<file path="config.mk">
export PLATFORM = sky130hd
export DESIGN_NAME = circle_span_generator
export DESIGN_NICKNAME = d
export VERILOG_FILES = /design/src/sv/csg_pkg.sv /design/src/sv/csg_front.sv /design/src/sv/csg_queue.sv /design/src/sv/csg_back.sv /design/src/sv/circle_span_generator.sv
export SDC_FILE = /design/constraint.sdc
export NUM_CORES = 1
export LEC_CHECK = 0
export BUFFER_PORTS_ARGS = -buffer_cell sky130_fd_sc_hd__buf_2
export CORE_UTILIZATION = 59
export DETAILED_ROUTE_END_ITERATION = 12
export GPL_TIMING_DRIVEN = 0
export PLACE_DENSITY = 0.85
export SLEW_MARGIN = 5
export SYNTH_ARGS = -nofsm -noshare
export SYNTH_HDL_FRONTEND = slang
export SYNTH_SLANG_ARGS = --single-unit
</file>
<file path="constraint.sdc">
create_clock -name clk -period 11.28 [get_ports clk]
set_input_delay 1.128 -clock clk [delete_from_list [all_inputs] [get_ports clk]]
set_output_delay 1.128 -clock clk [all_outputs]
set_load 0.01 [all_outputs]
</file>
<file path="src/sv/csg_pkg.sv">
// Shared types, constants and helpers for the circle span generator.
// Used by csg_front, csg_queue, csg_back and circle_span_generator.
package csg_pkg;

  // Fixed field widths
  localparam int unsigned CENTER_W = 9;
  localparam int unsigned COORD_W  = 11;
  localparam int unsigned COLOR_W  = 24;
  localparam int unsigned ERR_W    = 13;

  // Command codes
  localparam logic CMD_START   = 1'b0;
  localparam logic CMD_ADVANCE = 1'b1;

  // Largest coordinate a span field can carry
  localparam logic signed [COORD_W:0] COORD_MAX = 12'sd1023;

  typedef logic signed [COORD_W-1:0] coord_t;

  // One iteration of the midpoint loop, handed from front to back
  typedef struct packed {
    logic [CENTER_W-1:0] cx;
    logic [CENTER_W-1:0] cy;
    coord_t              x;
    coord_t              y;
    logic [COLOR_W-1:0]  color;
    logic                pair_eq;  // x == y: only two spans
    logic                done;     // final iteration of the circle
  } job_t;

  // Clamp a widened coordinate to the top of the field range
  function automatic coord_t sat_coord(input logic signed [COORD_W:0] v);
    coord_t res;
    if (v > COORD_MAX) begin
      res = COORD_MAX[COORD_W-1:0];
    end else begin
      res = v[COORD_W-1:0];
    end
    return res;
  endfunction

endpackage

</file>
<file path="src/sv/csg_front.sv">
// Front end: accepts items, holds the circle state and runs the midpoint
// update. Depends on csg_pkg.
module csg_front #(
  parameter int unsigned MAX_DIM = 512
) (
  input  logic                          clk,
  input  logic                          rst_n,
  input  logic                          in_valid,
  input  logic                          in_stall,
  input  logic                          in_command,
  input  logic [csg_pkg::CENTER_W-1:0]  in_center_x,
  input  logic [csg_pkg::CENTER_W-1:0]  in_center_y,
  input  logic signed [csg_pkg::COORD_W-1:0] in_radius,
  input  logic [csg_pkg::COLOR_W-1:0]   in_color,
  output logic                          job_push,
  output csg_pkg::job_t                 job_data
);

  localparam csg_pkg::coord_t MaxR = csg_pkg::COORD_W'(MAX_DIM);

  logic                                active_r, active_nxt;
  csg_pkg::coord_t                     x_r, x_nxt;
  csg_pkg::coord_t                     y_r, y_nxt;
  logic signed [csg_pkg::ERR_W-1:0]    err_r, err_nxt;
  logic [csg_pkg::CENTER_W-1:0]        cx_r, cx_nxt;
  logic [csg_pkg::CENTER_W-1:0]        cy_r, cy_nxt;
  logic [csg_pkg::COLOR_W-1:0]         color_r, color_nxt;

  logic                                accept;
  csg_pkg::coord_t                     r_clamp;
  logic signed [csg_pkg::ERR_W:0]      e1, e2;
  csg_pkg::coord_t                     x_step, y_step;
  logic signed [csg_pkg::ERR_W-1:0]    err_step;

  assign accept = in_valid && !in_stall;

  // Radius clamp for a start item
  always_comb begin
    r_clamp = (in_radius > MaxR) ? MaxR : in_radius;
  end

  // One midpoint iteration from the held state
  always_comb begin
    e1     = {err_r[csg_pkg::ERR_W-1], err_r}
           + {{2{y_r[csg_pkg::COORD_W-1]}}, y_r, 1'b0} + 14'sd1;
    e2     = e1 - {{2{x_r[csg_pkg::COORD_W-1]}}, x_r, 1'b0} + 14'sd1;
    y_step = y_r + 11'sd1;
    if (e1 >= 14'sd0) begin
      x_step   = x_r - 11'sd1;
      err_step = e2[csg_pkg::ERR_W-1:0];
    end else begin
      x_step   = x_r;
      err_step = e1[csg_pkg::ERR_W-1:0];
    end
  end

  // Next state
  always_comb begin
    active_nxt = active_r;
    x_nxt      = x_r;
    y_nxt      = y_r;
    err_nxt    = err_r;
    cx_nxt     = cx_r;
    cy_nxt     = cy_r;
    color_nxt  = color_r;
    job_push   = 1'b0;
    if (accept) begin
      if (in_command == csg_pkg::CMD_START) begin
        cx_nxt     = in_center_x;
        cy_nxt     = in_center_y;
        color_nxt  = in_color;
        x_nxt      = r_clamp;
        y_nxt      = '0;
        err_nxt    = -{{2{r_clamp[csg_pkg::COORD_W-1]}}, r_clamp};
        active_nxt = !r_clamp[csg_pkg::COORD_W-1];
      end else if (active_r) begin
        job_push   = 1'b1;
        x_nxt      = x_step;
        y_nxt      = y_step;
        err_nxt    = err_step;
        active_nxt = !(x_step < y_step);
      end
    end
  end

  // Job for the back end: current offsets, pre-update
  always_comb begin
    job_data.cx      = cx_r;
    job_data.cy      = cy_r;
    job_data.x       = x_r;
    job_data.y       = y_r;
    job_data.color   = color_r;
    job_data.pair_eq = (x_r == y_r);
    job_data.done    = (x_step < y_step);
  end

  // Control state
  always_ff @(posedge clk) begin
    if (!rst_n) begin
      active_r <= 1'b0;
      x_r      <= '0;
      y_r      <= '0;
      err_r    <= '0;
      cx_r     <= '0;
      cy_r     <= '0;
      color_r  <= '0;
    end else begin
      active_r <= active_nxt;
      x_r      <= x_nxt;
      y_r      <= y_nxt;
      err_r    <= err_nxt;
      cx_r     <= cx_nxt;
      cy_r     <= cy_nxt;
      color_r  <= color_nxt;
    end
  end

endmodule

</file>
<file path="src/sv/csg_queue.sv">
// Two-entry job queue between front and back end.
// Depends on csg_pkg for the job type.
module csg_queue (
  input  logic          clk,
  input  logic          rst_n,
  input  logic          push,
  input  csg_pkg::job_t push_data,
  input  logic          pop,
  output logic          full,
  output logic          head_valid,
  output csg_pkg::job_t head_data
);

  logic [1:0]    count_r, count_nxt;
  csg_pkg::job_t head_r, head_nxt;
  csg_pkg::job_t tail_r, tail_nxt;

  assign full       = (count_r == 2'd2);
  assign head_valid = (count_r != 2'd0);
  assign head_data  = head_r;

  // Occupancy and entry moves
  always_comb begin
    count_nxt = count_r;
    head_nxt  = head_r;
    tail_nxt  = tail_r;
    unique case (count_r)
      2'd0: begin
        if (push) begin
          head_nxt  = push_data;
          count_nxt = 2'd1;
        end
      end
      2'd1: begin
        if (push && pop) begin
          head_nxt = push_data;
        end else if (push) begin
          tail_nxt  = push_data;
          count_nxt = 2'd2;
        end else if (pop) begin
          count_nxt = 2'd0;
        end
      end
      2'd2: begin
        if (pop) begin
          head_nxt  = tail_r;
          count_nxt = 2'd1;
        end
      end
      default: count_nxt = 2'd0;
    endcase
  end

  always_ff @(posedge clk) begin
    if (!rst_n) begin
      count_r <= 2'd0;
    end else begin
      count_r <= count_nxt;
    end
  end

  // Entries carry payload only
  always_ff @(posedge clk) begin
    head_r <= head_nxt;
    tail_r <= tail_nxt;
  end

endmodule

</file>
<file path="src/sv/csg_back.sv">
// Back end: expands one job into two or four spans, one per cycle
// while out_stall is low, through a registered output stage. Depends on csg_pkg.
module csg_back (
  input  logic                           clk,
  input  logic                           rst_n,
  input  logic                           job_valid,
  input  csg_pkg::job_t                  job,
  output logic                           job_pop,
  output logic                           out_valid,
  input  logic                           out_stall,
  output logic signed [csg_pkg::COORD_W-1:0] out_span_row,
  output logic signed [csg_pkg::COORD_W-1:0] out_span_left,
  output logic signed [csg_pkg::COORD_W-1:0] out_span_right,
  output logic [csg_pkg::COLOR_W-1:0]    out_span_color,
  output logic                           out_last_of_step,
  output logic                           out_circle_done
);

  localparam logic [1:0] PH_FIRST  = 2'd0;
  localparam logic [1:0] PH_SECOND = 2'd1;
  localparam logic [1:0] PH_LAST   = 2'd3;

  logic [1:0]                          phase_r;
  logic                                out_valid_r;
  csg_pkg::coord_t                     row_r, left_r, right_r;
  logic [csg_pkg::COLOR_W-1:0]         color_r;
  logic                                last_r, done_r;

  logic                                load, last;
  csg_pkg::coord_t                     a, b;
  logic signed [csg_pkg::COORD_W:0]    cx_e, cy_e, a_e, b_e;
  logic signed [csg_pkg::COORD_W:0]    row_w, left_w, right_w;

  // Output register free when empty or being taken
  assign load    = job_valid && (!out_valid_r || !out_stall);
  assign last    = ((phase_r == PH_SECOND) && job.pair_eq) || (phase_r == PH_LAST);
  assign job_pop = load && last;

  // Span geometry: phases 0/1 use (y,x), phases 2/3 use (x,y)
  always_comb begin
    a       = phase_r[1] ? job.x : job.y;
    b       = phase_r[1] ? job.y : job.x;
    cx_e    = $signed({3'b000, job.cx});
    cy_e    = $signed({3'b000, job.cy});
    a_e     = {a[csg_pkg::COORD_W-1], a};
    b_e     = {b[csg_pkg::COORD_W-1], b};
    row_w   = phase_r[0] ? (cy_e - a_e) : (cy_e + a_e);
    left_w  = cx_e - b_e;
    right_w = cx_e + b_e;
  end

  // Phase counter and output valid
  always_ff @(posedge clk) begin
    if (!rst_n) begin
      phase_r     <= PH_FIRST;
      out_valid_r <= 1'b0;
    end else begin
      if (load) begin
        out_valid_r <= 1'b1;
        phase_r     <= last ? PH_FIRST : (phase_r + 2'd1);
      end else if (!out_stall) begin
        out_valid_r <= 1'b0;
      end
    end
  end

  // Output payload
  always_ff @(posedge clk) begin
    if (load) begin
      row_r   <= csg_pkg::sat_coord(row_w);
      left_r  <= csg_pkg::sat_coord(left_w);
      right_r <= csg_pkg::sat_coord(right_w);
      color_r <= job.color;
      last_r  <= last;
      done_r  <= last && job.done;
    end
  end

  assign out_valid        = out_valid_r;
  assign out_span_row     = row_r;
  assign out_span_left    = left_r;
  assign out_span_right   = right_r;
  assign out_span_color   = color_r;
  assign out_last_of_step = last_r;
  assign out_circle_done  = done_r;

`ifndef SYNTHESIS
  // End of circle only on the final span of a step
  a_done_is_last: assert property (@(posedge clk) disable iff (!rst_n)
    out_valid_r && done_r |-> last_r)
    else $error("circle_done without last_of_step");

  // Mid-job phase needs a job at the queue head
  a_phase_has_job: assert property (@(posedge clk) disable iff (!rst_n)
    (phase_r != PH_FIRST) |-> job_valid)
    else $error("phase advanced with no job");

  // A job leaves only after its final span
  a_pop_at_end: assert property (@(posedge clk) disable iff (!rst_n)
    job_pop |-> ((phase_r == PH_SECOND) && job.pair_eq) || (phase_r == PH_LAST))
    else $error("job popped early");

  // Equal offsets never reach the third span
  a_pair_two: assert property (@(posedge clk) disable iff (!rst_n)
    job_valid && job.pair_eq |-> !phase_r[1])
    else $error("extra spans for x equal y");
`endif

endmodule

</file>
<file path="src/sv/circle_span_generator.sv">
// Filled circle span generator: accepts start and advance items and emits
// one horizontal span per cycle while the output is not stalled. A start
// item loads the circle state and emits nothing. An advance item yields
// four spans, or two when the offsets are equal; the span expander in the
// back end, which drives one span per cycle, sets the output rate. A
// two-entry job queue lets the front take up to two advances ahead of the
// output. Negative radius or advances after the end emit nothing.
// Depends on csg_pkg, csg_front, csg_queue and csg_back.
module circle_span_generator #(
  parameter int unsigned MAX_DIM = 512
) (
  input  logic                               clk,
  input  logic                               rst_n,
  input  logic                               in_valid,
  output logic                               in_stall,
  input  logic                               in_command,
  input  logic [csg_pkg::CENTER_W-1:0]       in_center_x,
  input  logic [csg_pkg::CENTER_W-1:0]       in_center_y,
  input  logic signed [csg_pkg::COORD_W-1:0] in_radius,
  input  logic [csg_pkg::COLOR_W-1:0]        in_color,
  output logic                               out_valid,
  input  logic                               out_stall,
  output logic signed [csg_pkg::COORD_W-1:0] out_span_row,
  output logic signed [csg_pkg::COORD_W-1:0] out_span_left,
  output logic signed [csg_pkg::COORD_W-1:0] out_span_right,
  output logic [csg_pkg::COLOR_W-1:0]        out_span_color,
  output logic                               out_last_of_step,
  output logic                               out_circle_done
);

  logic          job_push, job_pop, q_full, q_valid;
  csg_pkg::job_t push_data, head_data;

  assign in_stall = q_full;

  // Item intake and midpoint state
  csg_front #(
    .MAX_DIM (MAX_DIM)
  ) u_front (
    .clk         (clk),
    .rst_n       (rst_n),
    .in_valid    (in_valid),
    .in_stall    (in_stall),
    .in_command  (in_command),
    .in_center_x (in_center_x),
    .in_center_y (in_center_y),
    .in_radius   (in_radius),
    .in_color    (in_color),
    .job_push    (job_push),
    .job_data    (push_data)
  );

  // Job queue
  csg_queue u_queue (
    .clk        (clk),
    .rst_n      (rst_n),
    .push       (job_push),
    .push_data  (push_data),
    .pop        (job_pop),
    .full       (q_full),
    .head_valid (q_valid),
    .head_data  (head_data)
  );

  // Span expansion and output register
  csg_back u_back (
    .clk              (clk),
    .rst_n            (rst_n),
    .job_valid        (q_valid),
    .job              (head_data),
    .job_pop          (job_pop),
    .out_valid        (out_valid),
    .out_stall        (out_stall),
    .out_span_row     (out_span_row),
    .out_span_left    (out_span_left),
    .out_span_right   (out_span_right),
    .out_span_color   (out_span_color),
    .out_last_of_step (out_last_of_step),
    .out_circle_done  (out_circle_done)
  );

endmodule
</file>
### Word level (Yosys, flattened, before mapping)

Cells that the tools add are included.

* flip-flop bits (word level): 274
* bits of input ports: 58
* output and inout port bits: 61
* logic and storage cells: 113

* $add $sub $neg: 12
* $lt $le $gt $ge: 6
* equal/unequal tests: 12
* muxes and demuxes: 30
* bitwise operators: 2
* reduce and logical (&&, ||, !) cells: 21

Operators by type and width (number)
* 2-to-1 mux 66 bit: 3
* one-hot mux 66 bit (3 select lines): 1
* 2-to-1 mux 11 bit: 8
* 2-to-1 mux 13 bit: 3
* greater-than comparator 12 x 11 -> 1 bit, second input constant: 3
* adder 10 x 11 -> 12 bit: 2
* subtractor 10 x 11 -> 12 bit: 2
* adder 13 x 12 -> 14 bit: 1
* adder 14 x 1 -> 14 bit, second input constant: 1
* >= comparator 14 x 1 -> 1 bit, second input constant: 1
* adder 13 x 1 -> 13 bit, second input constant: 1
* negation 13 bit: 1
* subtractor 13 bit: 1
* 2-to-1 mux 12 bit: 1
* 2-to-1 mux 2 bit: 6
* adder 11 x 2 -> 11 bit, second input constant: 1
* == test 11 bit: 1
* greater-than comparator 11 bit, second input constant: 1
* less-than comparator 11 bit: 1
* subtractor 11 x 2 -> 11 bit, second input constant: 1
* != test 2 x 1 -> 1 bit, second input constant: 5
* AND reduction 4 bit: 2
* 2-to-1 mux 1 bit: 7
* logical AND 1 bit: 6
* other kinds (14): 23

### Logic depth before layout (Yosys ltp)

Gate-level depths: netlist (run 1).

* depth after elaboration: 8
* mapped depth: 19
* gate-level depth less buffers: 17

### Cells and area by module

Synthesis (run 1) repeated with hierarchy kept, for this count alone.

* cells, all modules: 1298
* area, all modules: 14328.7 µm²

Modules (own cells, without submodules)
* csg_front: instances 1, cells an instance 697, area an instance 5275.1 µm², sequential area each 1561.5 µm²
* csg_queue: instances 1, cells an instance 220, area an instance 4988.5 µm², sequential area each 4003.8 µm²
* csg_back: instances 1, cells an instance 381, area an instance 4065.1 µm², sequential area each 1831.8 µm²

### Worst setup path before layout (run 1)

OpenSTA, ideal clock, no wires.

* kind: input -> register
* start: in out_stall
* end: reg u_queue.head_r, in the netlist u_queue.head_data[0], enable pin
* library setup time: 571 ps
* arrival: 9514 ps
* required time: 10709 ps
* path slack: 1195 ps
* stages: 4
* path buffers: 0
* cell sequence: a21oi_1 nand2_1 a22o_1 nor3_1

* longest elaborated chain between the ends: 7
* elaborated cells on any way between the ends: 8
* classes of those cells: 2 x eq/ne; 6 x reduce/logical

Ends and longest elaborated chain
* start, declared: RTL line circle_span_generator.sv:22 `input logic out_stall,`
* zero test 1 bit (*): RTL line csg_back.sv:35 `assign load = job_valid && (!out_valid_r || !out_stall);`
* logical OR 1 bit (*): RTL line csg_back.sv:35
* logical AND 1 bit (*): RTL line csg_back.sv:35
* logical AND 1 bit (*): RTL line csg_back.sv:37 `assign job_pop = load && last;`
* logical AND 1 bit: RTL line csg_queue.sv:35 `if (push && pop) begin`
* != test 2 x 1 -> 1 bit (no source line)
* AND reduction 4 bit (no source line) (*)
* end signal, assigned: RTL line csg_queue.sv:64 `head_r <= head_nxt;`
* end, declared: RTL line csg_queue.sv:15 `csg_pkg::job_t head_r, head_nxt;`

Mark *: on every way between the ends. The rest lies on a longest branch, timed or not.
A chain may end at the register's enable or synchronous reset.

### Final worst setup path (run 1)

* start: reg u_back.phase_r[1]
* end: reg u_back.row_r[3], in the netlist u_back.out_span_row[3], data pin

* longest elaborated chain between the ends: 4
* elaborated cells on any way between the ends: 5
* classes of those cells: 2 x add/sub; 1 x order compare; 2 x mux

Ends and longest elaborated chain
* start, declared: RTL line csg_back.sv:23 `logic [1:0] phase_r;`
* start signal, assigned: RTL line csg_back.sv:60 `phase_r <= last ? PH_FIRST : (phase_r + 2'd1);`
* 2-to-1 mux 11 bit (*): RTL line csg_back.sv:41 `a = phase_r[1] ? job.x : job.y;`
* adder 10 x 11 -> 12 bit or subtractor 10 x 11 -> 12 bit (tied branches): RTL line csg_back.sv:47 `row_w = phase_r[0] ? (cy_e - a_e) : (cy_e + a_e);`
* 2-to-1 mux 12 bit (*): RTL line csg_back.sv:47
* greater-than comparator 12 x 11 -> 1 bit: RTL line csg_pkg.sv:34 `if (v > COORD_MAX) begin`
* end signal, assigned: RTL line csg_back.sv:70 `row_r <= csg_pkg::sat_coord(row_w);`
* end, declared: RTL line csg_back.sv:25 `csg_pkg::coord_t row_r, left_r, right_r;`

Marks and branches as above.

==> qor.yml, run 1 <==
cts:
  postCtsSetupRepairBufs: 0
  cts_hold_buf: 0
  cts_buffers: 28
  path_clk_slew_ns: 0.06
  cts_tree: "built"
  ctsResizeCount: 0
  htreeDepth: 1
  numClockSinks: 274
  clk-insertion-delay-late_ns: 0.54
  cts_buffer_depth: 3
  clock-root-buffer: "clkbuf_16"
global_route:
  grt_pass1_wl_um: 54200
  grt_max_degree: 34
  track_usage_pct: 28.3
  grt_overflow: 0
  grt_pass1_vias: 10600
  antenna_found_initial: 0
drt:
  wl_per_cell_um: 19.2
  ant_nets: 0
  initialDrtViolationCount: 882
  wl_um: 34700
  drtPass1Iterations: 6
  vias: 10800
  route.detailed.drc: 0
  viasPerCell: 5.95
final_layout:
  multi_input_area_um2: 6500
  synthToLayoutAreaGrowth_pct: 14.2
  ff_latch_area_um2: 7400
  utilization_pct: 69.2
  instances_no_fill: 1812
  fill_cells: 1711
  drive_gt1_share_pct: 18.0
  design_area_um2: 16300
  final_nets: 1617
  antennaDiodeCount: 0
synthesis:
  synth_top_area_share_pct: 40.1
  ys_seq_area_share_pct: 51.7
  ys_warn_count: 0
  synthesis.area_um2: 14300
  synth_ff_type: "edfxtp_1"
  netlist_instances: 1315
  synth_area_leaders: "edfxtp_1, dfxtp_1, ha_1"
  synth_top_cell_by_area: "edfxtp_1"
  synth_fp_nets: 1461
  synth_cell_types: 85
  async_flop_share_pct: 0
  synth_edf_count: 191
  synth_seq_cells: 274
  syn_area_per_cell_um2: 10.9
critical_path:
  r2r.worst_path.cells: 17
  r2r_end: "u_back.out_span_row[3]"
  rrSetupSlack_ns: 6.50
  cp-start-kind: "flip-flop"
  end_kind: "flip-flop"
  cp_max_fo: 10
  critPathKind: "reg2reg"
  r2r_start: "u_back.phase_r[1]"
  required_ns: 11.54
  cp.arrival_ns: 5.04
hold_path:
  whs_endpoint: "u_back.out_span_color[18]"
  min_path_type: "reg2reg"
  min_path_cells: 0
  hp-start: "u_queue.head_data[20]"
pwr:
  vdd_drop_max_mv: 0.127
  p_leak_nw: 6.22
  powerDensity_nw_per_um2: 193
timing:
  max_freq_mhz: 209
  period_minus_slack_ns: 4.78
  worst_slew_pin_slew_ns: 0.936
  finalCritPeriodShare_pct: 42.3
  rsz0062_at_grt: "no"
  fin_skew_ns: 0.0124
  maxSlewViolCount: 0
  slew_headroom_pct: 37.3
  finalSetupViolations: 0
  report.final.hold_viol_count: 0
die:
  die_h_um: 158
  start_util_pct: 60.6
  die-area_um2: 24900
  fp.dieW_um: 158
  fp.coreArea_um2: 23600
  pin_count: 119
  rows: 56
placement:
  dpl_cell_area_um2: 15500
  dpl.hpwl_um: 25200
  io_buffers: 117
  dp_cells: 1760
  place_congestion: 0.935
flow_run:
  max_cap_violations: 0
outcome:
  status: "finished, final reports clean"
-- synthesized netlist by cell type, types with 12 or more instances --
| master | n |
|---|---|
| a21oi_1 | 107 |
| o21ai_1 | 19 |
| nor2b_1 | 13 |
| nand2b_1 | 12 |
| ha_1 | 83 |
| mux2i_1 | 18 |
| nand3_1 | 28 |
| inv_1 | 59 |
| o211ai_1 | 13 |
| nor2_1 | 66 |
| nand2_1 | 160 |
| xnor2_1 | 56 |
| dfxtp_1 | 83 |
| nor3_1 | 27 |
| edfxtp_1 | 191 |
| mux2_2 | 58 |
| o21a_1 | 14 |
| clkbuf_1 | 45 |
| xor2_1 | 15 |
| o21ai_0 | 51 |
-- final cells by class --
class	count	area share (%)
flip-flops and latches	274	45.3
multi-input cells	926	39.8
clock buffers	41	4.96
repair buffers	126	4.39
well taps	319	2.44
inverters	60	1.38
plain buffers	55	1.36
clock inverters	11	0.452
-- critical path, cell delays in order (launching register included) --
cell and delay [ns]:
dfxtp_1 0.45, buf_2 0.29, buf_2 0.32, buf_1 0.58, mux2i_1 0.20, ha_1 0.32, nor2_1 0.04, a21oi_1 0.25
inv_1 0.08, ha_1 0.28, nor2b_1 0.13, o21ai_1 0.16, a21boi_1 0.14, o21ai_0 0.23, a211oi_1 0.13, o21a_2 0.24
o31ai_4 0.51, o21ai_2 0.13
-- cell usage in the layout (no fill, tap or decap), types with 10 or more instances in the layout --
| cell | n |
|---|---|
| a211oi_1 | 11 |
| a21o_1 | 10 |
| a21oi_1 | 105 |
| a31oi_1 | 10 |
| and3_1 | 11 |
| buf_2 | 124 |
| clkbuf_1 | 53 |
| clkbuf_16 | 29 |
| dfxtp_1 | 83 |
| edfxtp_1 | 191 |
| ha_1 | 83 |
| inv_1 | 59 |
| mux2_2 | 58 |
| mux2i_1 | 18 |
| nand2_1 | 160 |
| nand2b_1 | 12 |
| nand3_1 | 28 |
| nor2_1 | 66 |
| nor2b_1 | 13 |
| nor3_1 | 26 |
| o211ai_1 | 13 |
| o21a_1 | 14 |
| o21ai_0 | 51 |
| o21ai_1 | 19 |
| xnor2_1 | 56 |
| xor2_1 | 15 |
-- where the power goes --
group	internal [W]	leakage, nW	switching (W)	total [W]
combinational	0.000400	3.32	0.000562	0.000962
clock	0.000500	0.422	0.000385	0.000885
sequential	0.00125	2.48	0.0000602	0.00131
-- stage by stage --
stage          setup TNS (ns)  worst slack (ns)  total power, W  hold WS, ns
2_1_floorplan               0              1.20         0.00203        0.400
3_3_place_gp          -348.61             -2.92         0.00225        0.401
3_5_place_dp                0              6.54         0.00228        0.405
4_1_cts                     0              6.51         0.00316        0.419
5_1_grt                     0              6.25         0.00332        0.422
6_report                    0              6.50         0.00316        0.418
-- kinds of logic after synthesis --
kind of cell | Yosys count | share of synthesized area (%)
mux | 82 | 6.39
fa+ha+maj | 88 | 7.95
compound gates | 312 | 14.0
buf+inv | 115 | 3.13
xor+xnor | 73 | 4.65
simple gates | 371 | 12.2
flops | 274 | 51.7
-- layer usage --
metal / global-route usage, % / share of wire, %
met3: 3.94 / 6.5
met1: 34.8 / 40
met2: 49.4 / 49
met4: 12.5 / 4.3
met5: 0 / 0
-- sequential cells by signal (all words and copies together) (netlist names) --
name	cells
u_back.out_span_left	11
u_queue.count_r	2
u_back.out_span_right	11
u_front.cy_r	9
u_back.out_span_color	24
u_back.out_circle_done	1
u_back.out_valid	1
u_back.out_span_row	11
u_front.x_r	11
u_queue.tail_r	66
u_back.phase_r	2
u_front.err_r	13
u_front.color_r	24
u_queue.head_data	66
u_front.cx_r	9
u_front.active_r	1
u_front.y_r	11
u_back.out_last_of_step	1
-- worst max-delay path by stage --
stage / startpoint / to / slack [ns] / depth (start not counted)
2_1_floorplan: out_stall / u_queue.head_data[0] / 1.20 / 4
3_3_place_gp: out_stall / u_queue.tail_r[61] / -2.92 / 3
3_5_place_dp: u_back.phase_r[1] / u_back.out_span_row[3] / 6.54 / 17
4_1_cts: u_back.phase_r[1] / u_back.out_span_row[3] / 6.51 / 17
5_1_grt: u_back.phase_r[1] / u_back.out_span_row[2] / 6.25 / 17
6_report: u_back.phase_r[1] / u_back.out_span_row[3] / 6.50 / 17
(Power assumes the default switching activity.)
==> inputs of run 2 (changes only) <==
Clock period 11.28 ns to 4.7 ns, I/O delays scaled along.
==> run 2 against run 1 <==
Clock skew grew 0.010 ns; via count grew 0.11%; core utilization grew 0.41 points; worst setup slack lost 6.2 ns; critical endpoint is now u_queue.head_data[0]; combinational power grew 140%; fmax grew 8.3%; worst hold slack lost 0.27 ns; flip-flop and latch count is the same; critical path type unchanged; non-clock buffer count shrank 2; first-iteration DRC count grew 1.9%; final area grew 0.60%; global-route usage is essentially flat.
==> qor.yml, run 2 (same netlist as run 1, synthesis figures left out) <==
final_layout:
  final_cell_mix: "edfxtp_1, nand2_1, buf_2, a21oi_1, ha_1"  # was edfxtp_1, nand2_1, buf_2, a21oi_1
  synthToLayoutAreaGrowth_pct: 14.9  # was 14.2%
  instances_no_fill: 1811  # was 1812
  final_nets: 1615  # was 1617
  drive_gt1_share_pct: 18.4  # was 18.0%
  final_common_cell: "edfxtp_1"  # unchanged
timing:
  slew_headroom_pct: 40.7  # was 37.3%
  fin_skew_ns: 0.0224  # was 0.0124 ns
  worst_slew_pin_slew_ns: 0.886  # was 0.936 ns
  final.setup.worst_slack_ns: 0.292  # was 6.50 ns
  rsz0062_at_grt: "no"  # unchanged
  finalSetupViolations: 0  # unchanged
  finalCritPeriodShare_pct: 93.8  # was 42.3%
  max_freq_mhz: 227  # was 209 MHz
  period_minus_slack_ns: 4.41  # was 4.78 ns
  report.final.hold_viol_count: 0  # unchanged
  maxSlewViolCount: 0  # unchanged
global_route:
  grt_max_degree: 34  # unchanged
  grt_pass1_vias: 10500  # was 10.6k
  antenna_found_initial: 1  # was 0
  grt_pass1_wl_um: 54400  # was 54200 um
  track_usage_pct: 28.3  # about the same
  grt_overflow: 0  # unchanged
die:
  start_util_pct: 60.6  # unchanged
  fp.coreArea_um2: 23600  # unchanged
  rows: 56  # unchanged
  fp.dieW_um: 158  # unchanged
  die_h_um: 158  # unchanged
  die-area_um2: 24900  # unchanged
  pin_count: 119  # unchanged
critical_path:
  end_kind: "flip-flop"  # unchanged
  critPathKind: "reg2reg"  # unchanged
  cp-start-kind: "flip-flop"  # unchanged
  crit_path_start: "u_front.y_r[1]"  # was u_back.phase_r[1]
  cp.arrival_ns: 4.83  # was 5.04 ns
  cp_max_fo: 10  # unchanged
  required_ns: 5.12  # was 11.54 ns
  r2r_start: "u_front.y_r[1]"  # was u_back.phase_r[1]
drt:
  wl_um: 34700  # unchanged
  vias: 10800  # about the same
  drtPass1Iterations: 8  # was 6
  viasPerCell: 5.96  # was 5.95
  ant_nets: 0  # unchanged
  wl_per_cell_um: 19.2  # about the same
  initialDrtViolationCount: 899  # was 882
  route.detailed.drc: 0  # unchanged
cts:
  htreeDepth: 1  # unchanged
  path_clk_slew_ns: 0.06  # about the same
  cts_buffers: 28  # unchanged
  clock-root-buffer: "clkbuf_16"  # unchanged
  cts_tree: "built"  # unchanged
  postCtsSetupRepairBufs: 0  # unchanged
  numClockSinks: 274  # unchanged
  clk-insertion-delay-late_ns: 0.55  # was 0.54 ns
  cts_buffer_depth: 3  # unchanged
pwr:
  pwr-share-comb_pct: 30.2  # was 30.5%
  power_frac_seq_pct: 40.8  # was 41.5%
  powerDensity_nw_per_um2: 469  # was 193 nW/um2
  switchingPower_w: 0.00244  # was 0.00101 W
  internal_power_w: 0.00528  # was 0.00215 W
  p_leak_nw: 6.27  # was 6.22 nW
  vdd_drop_max_mv: 0.320  # was 0.127 mV
  swShare_pct: 31.6  # was 31.9%
  clock_power_share_pct: 29.0  # was 28.0%
placement:
  place_congestion: 0.981  # was 0.935
  dpl.hpwl_um: 25500  # was 25200 um
  io_buffers: 117  # unchanged
  dp_cells: 1759  # was 1760
  dp_slack_ns: -0.125  # was 6.54 ns
flow_run:
  max_cap_violations: 0  # unchanged
hold_path:
  min_path_type: "in2reg"  # was reg2reg
  hp-start: "in_color[20]"  # was u_queue.head_data[20]
outcome:
  status: "finished, final reports clean"  # unchanged
==> run 2: cell count changes in the layout (fill, tap and decap cells not counted), sizes merged <==
cell      before  now
buf          136  133
bufinv         0    1
clkbuf        86   85
clkinv         8   13
clkinvlp       3    0
diode          0    1
inv           60   59
==> run 2: area by class of cell <==
cell class / count / area [um2]
buffer: 54 / 221
multi-input combinational: 926 / 6510
fill: 1713 / 7170
tap: 319 / 399
clock buffer: 39 / 835
timing repair buffer: 125 / 733
sequential: 274 / 7400
antenna: 1 / 2.50
clock inverter: 13 / 124
inverter: 60 / 225
==> run 2: worst max-delay path, cell delays in order (launching register included) <==
cell and delay (ns):
dfxtp_1 0.55, ha_1 0.32, a211oi_1 0.11, o211ai_2 0.22
a31oi_2 0.16, o21a_2 0.30, nor2_1 0.16, buf_2 0.31
buf_2 0.33, nand2_1 0.10, xnor2_1 0.14, ha_1 0.21
a21o_1 0.15, a21o_1 0.16, a21oi_1 0.16, o21ai_0 0.11
a21oi_1 0.17, o22a_1 0.17, o31a_1 0.24, mux2_2 0.19
==> run 2: metrics by stage <==
stage / hold WS (ns) / util, % / setup TNS [ns] / total power [W] / area [um2]
2_1_floorplan: 0.400 / - / 0 / 0.00485 / 14300
3_3_place_gp: 0.400 / 64.9 / -102.68 / 0.00536 / 15300
3_5_place_dp: 0.405 / 65.6 / -0.596 / 0.00549 / 15500
4_1_cts: 0.137 / 69.6 / 0 / 0.00771 / 16400
5_1_grt: 0.150 / 69.6 / 0 / 0.00810 / 16400
6_report: 0.149 / 69.6 / 0 / 0.00771 / 16400
==> run 2: metal layers <==
layer	routed length, um	track usage (%)
met5	0	0
met1	14200	35.7
met3	2240	3.39
met2	17100	49.4
met4	1200	11.2
==> run 2: final timing paths <==
path | slack, ns | end | depth (start not counted)
hold / removal | 0.15 | u_front.color_r[20] | 3
setup / recovery | 0.29 | u_queue.head_data[0] | 19
setup reg to reg | 0.29 | u_queue.head_data[0] | 19
hold reg to reg | 0.42 | u_back.out_span_color[14] | 0
==> run 2: power by group through the flow <==
stage,registers [W],clock network [W],logic [W]
2_1_floorplan,0.00323,0,0.00162
3_3_place_gp,0.00320,0,0.00216
3_5_place_dp,0.00320,0,0.00229
4_1_cts,0.00315,0.00225,0.00231
5_1_grt,0.00318,0.00234,0.00258
6_report,0.00315,0.00224,0.00233
==> run 2: what timing repair did <==
action | CTS | global route
gates cloned | 0 | 0
setup endpoints to repair | 8 | 3
hold buffers | 0 | 0
resized for setup | 0 | 2
==> inputs of run 3 (changes only) <==
Settings changed: SLEW_MARGIN 5 to default, SYNTH_HIERARCHICAL from default to 1.
==> run 3 against run 2 <==
Critical endpoint is now u_back/out_span_row[8]; non-clock buffer count down 1; largest cell class unchanged; flip-flop and latch count did not move; critical path depth down 2; worst setup slack worse by 0.023 ns; cell count down 1.0%.
==> qor.yml, run 3 <==
die:
  die_h_um: 158  # about the same
  die-area_um2: 24900  # about the same
  fp.coreArea_um2: 23600  # unchanged
  start_util_pct: 60.7  # was 60.6%
  fp.dieW_um: 158  # about the same
  pin_count: 119  # unchanged
  rows: 56  # unchanged
synthesis:
  syn_area_per_cell_um2: 11.0  # was 10.9 um2
  synth_seq_cells: 274  # unchanged
  ys_warn_count: 6  # was 0
  netlist_instances: 1298  # was 1315
  synth_fp_nets: 1439  # was 1461
  async_flop_share_pct: 0  # unchanged
  ys_seq_area_share_pct: 51.6  # was 51.7%
  synth_common_cells: "edfxtp_1, nand2_1, a21oi_1"  # unchanged
  synth_edf_count: 191  # unchanged
  synth_cell_types: 75  # was 85
  synth_area_leaders: "edfxtp_1, dfxtp_1, ha_1"  # unchanged
  synth_ff_type: "edfxtp_1"  # unchanged
  synth.most_common_cell: "edfxtp_1"  # unchanged
  synth_top_cell_by_area: "edfxtp_1"  # unchanged
  synth_top_area_share_pct: 40.0  # was 40.1%
  synthesis.area_um2: 14300  # about the same
cts:
  numClockSinks: 274  # unchanged
  cts_buffer_depth: 3  # unchanged
  htreeDepth: 1  # unchanged
  clk-insertion-delay-late_ns: 0.54  # was 0.55 ns
  cts_tree: "built"  # unchanged
  path_clk_slew_ns: 0.06  # about the same
  clock-root-buffer: "clkbuf_16"  # unchanged
  cts_buffers: 27  # was 28
global_route:
  grt_pass1_vias: 10700  # was 10.5k
  antenna_found_initial: 1  # unchanged
  grt_overflow: 0  # unchanged
  grt_max_degree: 48  # was 34
  track_usage_pct: 29.2  # was 28.3%
  grt_pass1_wl_um: 55700  # was 54400 um
drt:
  viasPerCell: 6.02  # was 5.96
  wl_um: 36000  # was 34700 um
  route.detailed.drc: 0  # unchanged
  wl_per_cell_um: 20.1  # was 19.2 um
  drtPass1Iterations: 6  # was 8
  wl_met1_um: 14000  # was 14200 um
  wl_met3_um: 2260  # was 2240 um
  initialDrtViolationCount: 836  # was 899
  routed.top_layer: "met4"  # unchanged
  vias: 10800  # about the same
  dr_wl_met2_um: 17800  # was 17100 um
  ant_nets: 0  # unchanged
timing:
  finalSetupViolations: 0  # unchanged
  period_minus_slack_ns: 4.43  # was 4.41 ns
  finalCritPeriodShare_pct: 94.3  # was 93.8%
  max_freq_mhz: 226  # was 227 MHz
  worst_slew_pin_slew_ns: 1.04  # was 0.886 ns
  hold_ws_ns: 0.162  # was 0.149 ns
  rsz0062_at_grt: "no"  # unchanged
  report.final.hold_viol_count: 0  # unchanged
  maxSlewViolCount: 0  # unchanged
  fin_skew_ns: 0.0136  # was 0.0224 ns
  slew_headroom_pct: 29.0  # was 40.7%
critical_path:
  critPathMaxStageDelay_ns: 0.52  # was 0.55 ns
  critPathKind: "reg2reg"  # unchanged
  end_kind: "flip-flop"  # unchanged
  cp-start-kind: "flip-flop"  # unchanged
  required_ns: 4.99  # was 5.12 ns
  cp_top_family: "compound AO/OA/AOI/OAI gates"  # unchanged
  path_cells: "buf_12 -> mux2i_2 -> ha_2 -> or4bb_1 -> a222oi_1 -> buf_4 -> nor2_1 -> xor2_1 -> ha_1 -> and4_1 -> a221oi_2 -> o21ai_1 -> a31o_2 -> and3_1 -> o311ai_4 -> buf_12 -> nand2_1"  # was ha_1 -> a211oi_1 -> o211ai_2 -> a31oi_2 -> o21a_2 -> nor2_1 -> buf_2 -> buf_2 -> nand2_1 -> xnor2_1 -> ha_1 -> a21o_1 -> a21o_1 -> a21oi_1 -> o21ai_0 -> a21oi_1 -> o22a_1 -> o31a_1 -> mux2_2
  cp_max_fo: 19  # was 10
  cpMaxStageDelayCell: "or4bb_1"  # was dfxtp_1
  path_buf_inv: 3  # was 2
  critPathMostFrequentCell: "buf_12"
  cp.arrival_ns: 4.72  # was 4.83 ns
placement:
  place_congestion: 0.958  # was 0.981
  dp_cells: 1739  # was 1759
  io_buffers: 117  # unchanged
  dpl_cell_area_um2: 15500  # about the same
  dpl.hpwl_um: 25200  # was 25500 um
pwr:
  powerDensity_nw_per_um2: 371  # was 469 nW/um2
  p_leak_nw: 6.21  # was 6.27 nW
  vdd_drop_max_mv: 0.288  # was 0.320 mV
final_layout:
  synthToLayoutAreaGrowth_pct: 15.1  # was 14.9%
  final_common_cell: "edfxtp_1"  # unchanged
  drive_gt1_share_pct: 19.2  # was 18.4%
  final_nets: 1592  # was 1615
  fill_cells: 1656  # was 1713
  instances_no_fill: 1792  # was 1811
  design_area_um2: 16500  # was 16400 um2
  utilization_pct: 69.8  # was 69.6%
  multi_input_area_um2: 6500  # was 6510 um2
  ff_latch_area_um2: 7400  # about the same
  final_cell_mix: "edfxtp_1, nand2_1, buf_2, a21oi_1, dfxtp_1"  # was edfxtp_1, nand2_1, buf_2, a21oi_1, ha_1
hold_path:
  min_path_type: "in2reg"  # unchanged
flow_run:
  max_cap_violations: 0  # unchanged
outcome:
  status: "finished, final reports clean"  # unchanged
-- run 3: changes by cell type after synthesis, sizes merged, moves of 7 or more --
cell / before / now
mux2: 62 / 73
inv: 59 / 52
nand2: 166 / 157
or2: 1 / 8
o21bai: 3 / 10
nand3: 28 / 19
o21ai: 73 / 56
o21a: 16 / 8
-- run 3: power breakdown --
group / total (W) / switching [W] / internal [W]
combinational: 0.00109 / 0.000628 / 0.000462
clock: 0.00228 / 0.000920 / 0.00136
sequential: 0.00275 / 0.0000633 / 0.00269
-- run 3: cell families (layout without fill, tap and decap cells) --
logic type,count (synthesis),count (layout),share of synthesized area (%)
adders and majority gates,83,83,7.51
and+or+nand+nor,372,372,12.3
DFF,274,274,51.6
other,0,1,0
muxes,95,95,7.80
AOI/OAI and AO/OA,288,288,12.5
xor gates and xnor gates,79,79,4.92
buffers and inverters,107,281,3.28
-- run 3: stage by stage --
step | power [W] | setup TNS (ns) | worst slack [ns]
floorplan | 0.00356 | 0 | 0.0199
global placement | 0.00380 | -118.63 | -1.51
detailed placement | 0.00384 | -6.32 | -0.671
CTS | 0.00612 | 0 | 0.0513
global route | 0.00634 | 0 | 0.000939
finish | 0.00612 | 0 | 0.269
-- run 3: layer usage --
metal | track usage [%] | vias to the layer above
met2 | 50.6 | 483
met1 | 35.0 | 5148
met4 | 16.5 | 0
li1 | - | 5040
met5 | 0 | -
met3 | 3.78 | 122
-- run 3: path summary, 6_finish.rpt --
path | startpoint | end | slack, ns | depth (start not counted)
worst max-delay path | u_back/phase_r[1] | u_back/out_span_row[8] | 0.27 | 17
worst min-delay path | in_color[15] | u_front/color_r[15] | 0.16 | 3
worst max register to register | u_back/phase_r[1] | u_back/out_span_row[8] | 0.27 | 17
worst min register to register | u_queue/head_data[22] | u_back/out_span_color[20] | 0.42 | 0
-- run 3: worst reg2reg max path, cell delays in order, from the launching register on --
cell	delay, ns
dfxtp_4	0.41
buf_12	0.18
mux2i_2	0.25
ha_2	0.24
or4bb_1	0.52
a222oi_1	0.37
buf_4	0.18
nor2_1	0.04
xor2_1	0.18
ha_1	0.30
and4_1	0.18
a221oi_2	0.24
o21ai_1	0.11
a31o_2	0.25
and3_1	0.22
o311ai_4	0.30
buf_12	0.16
nand2_1	0.05
-- run 3: timing repair --
item                       CTS  global route
gates resized for setup      9             5
buffers inserted             4             0
pin swaps                    3             1
hold buffers                 0             0
cloned                       0             1
setup endpoints to repair   11            12
-- run 3: area by class of cell --
type                            count  share of cell area [%]
Multi-Input combinational cell    917                    39.4
Buffer                             51                    1.67
Tap cell                          319                    2.42
Inverter                           53                    1.21
Sequential cell                   274                    44.9
Clock buffer                       38                    4.66
Timing Repair Buffer              127                    4.66
Clock inverter                     12                    1.06
Antenna cell                        1                  0.0152
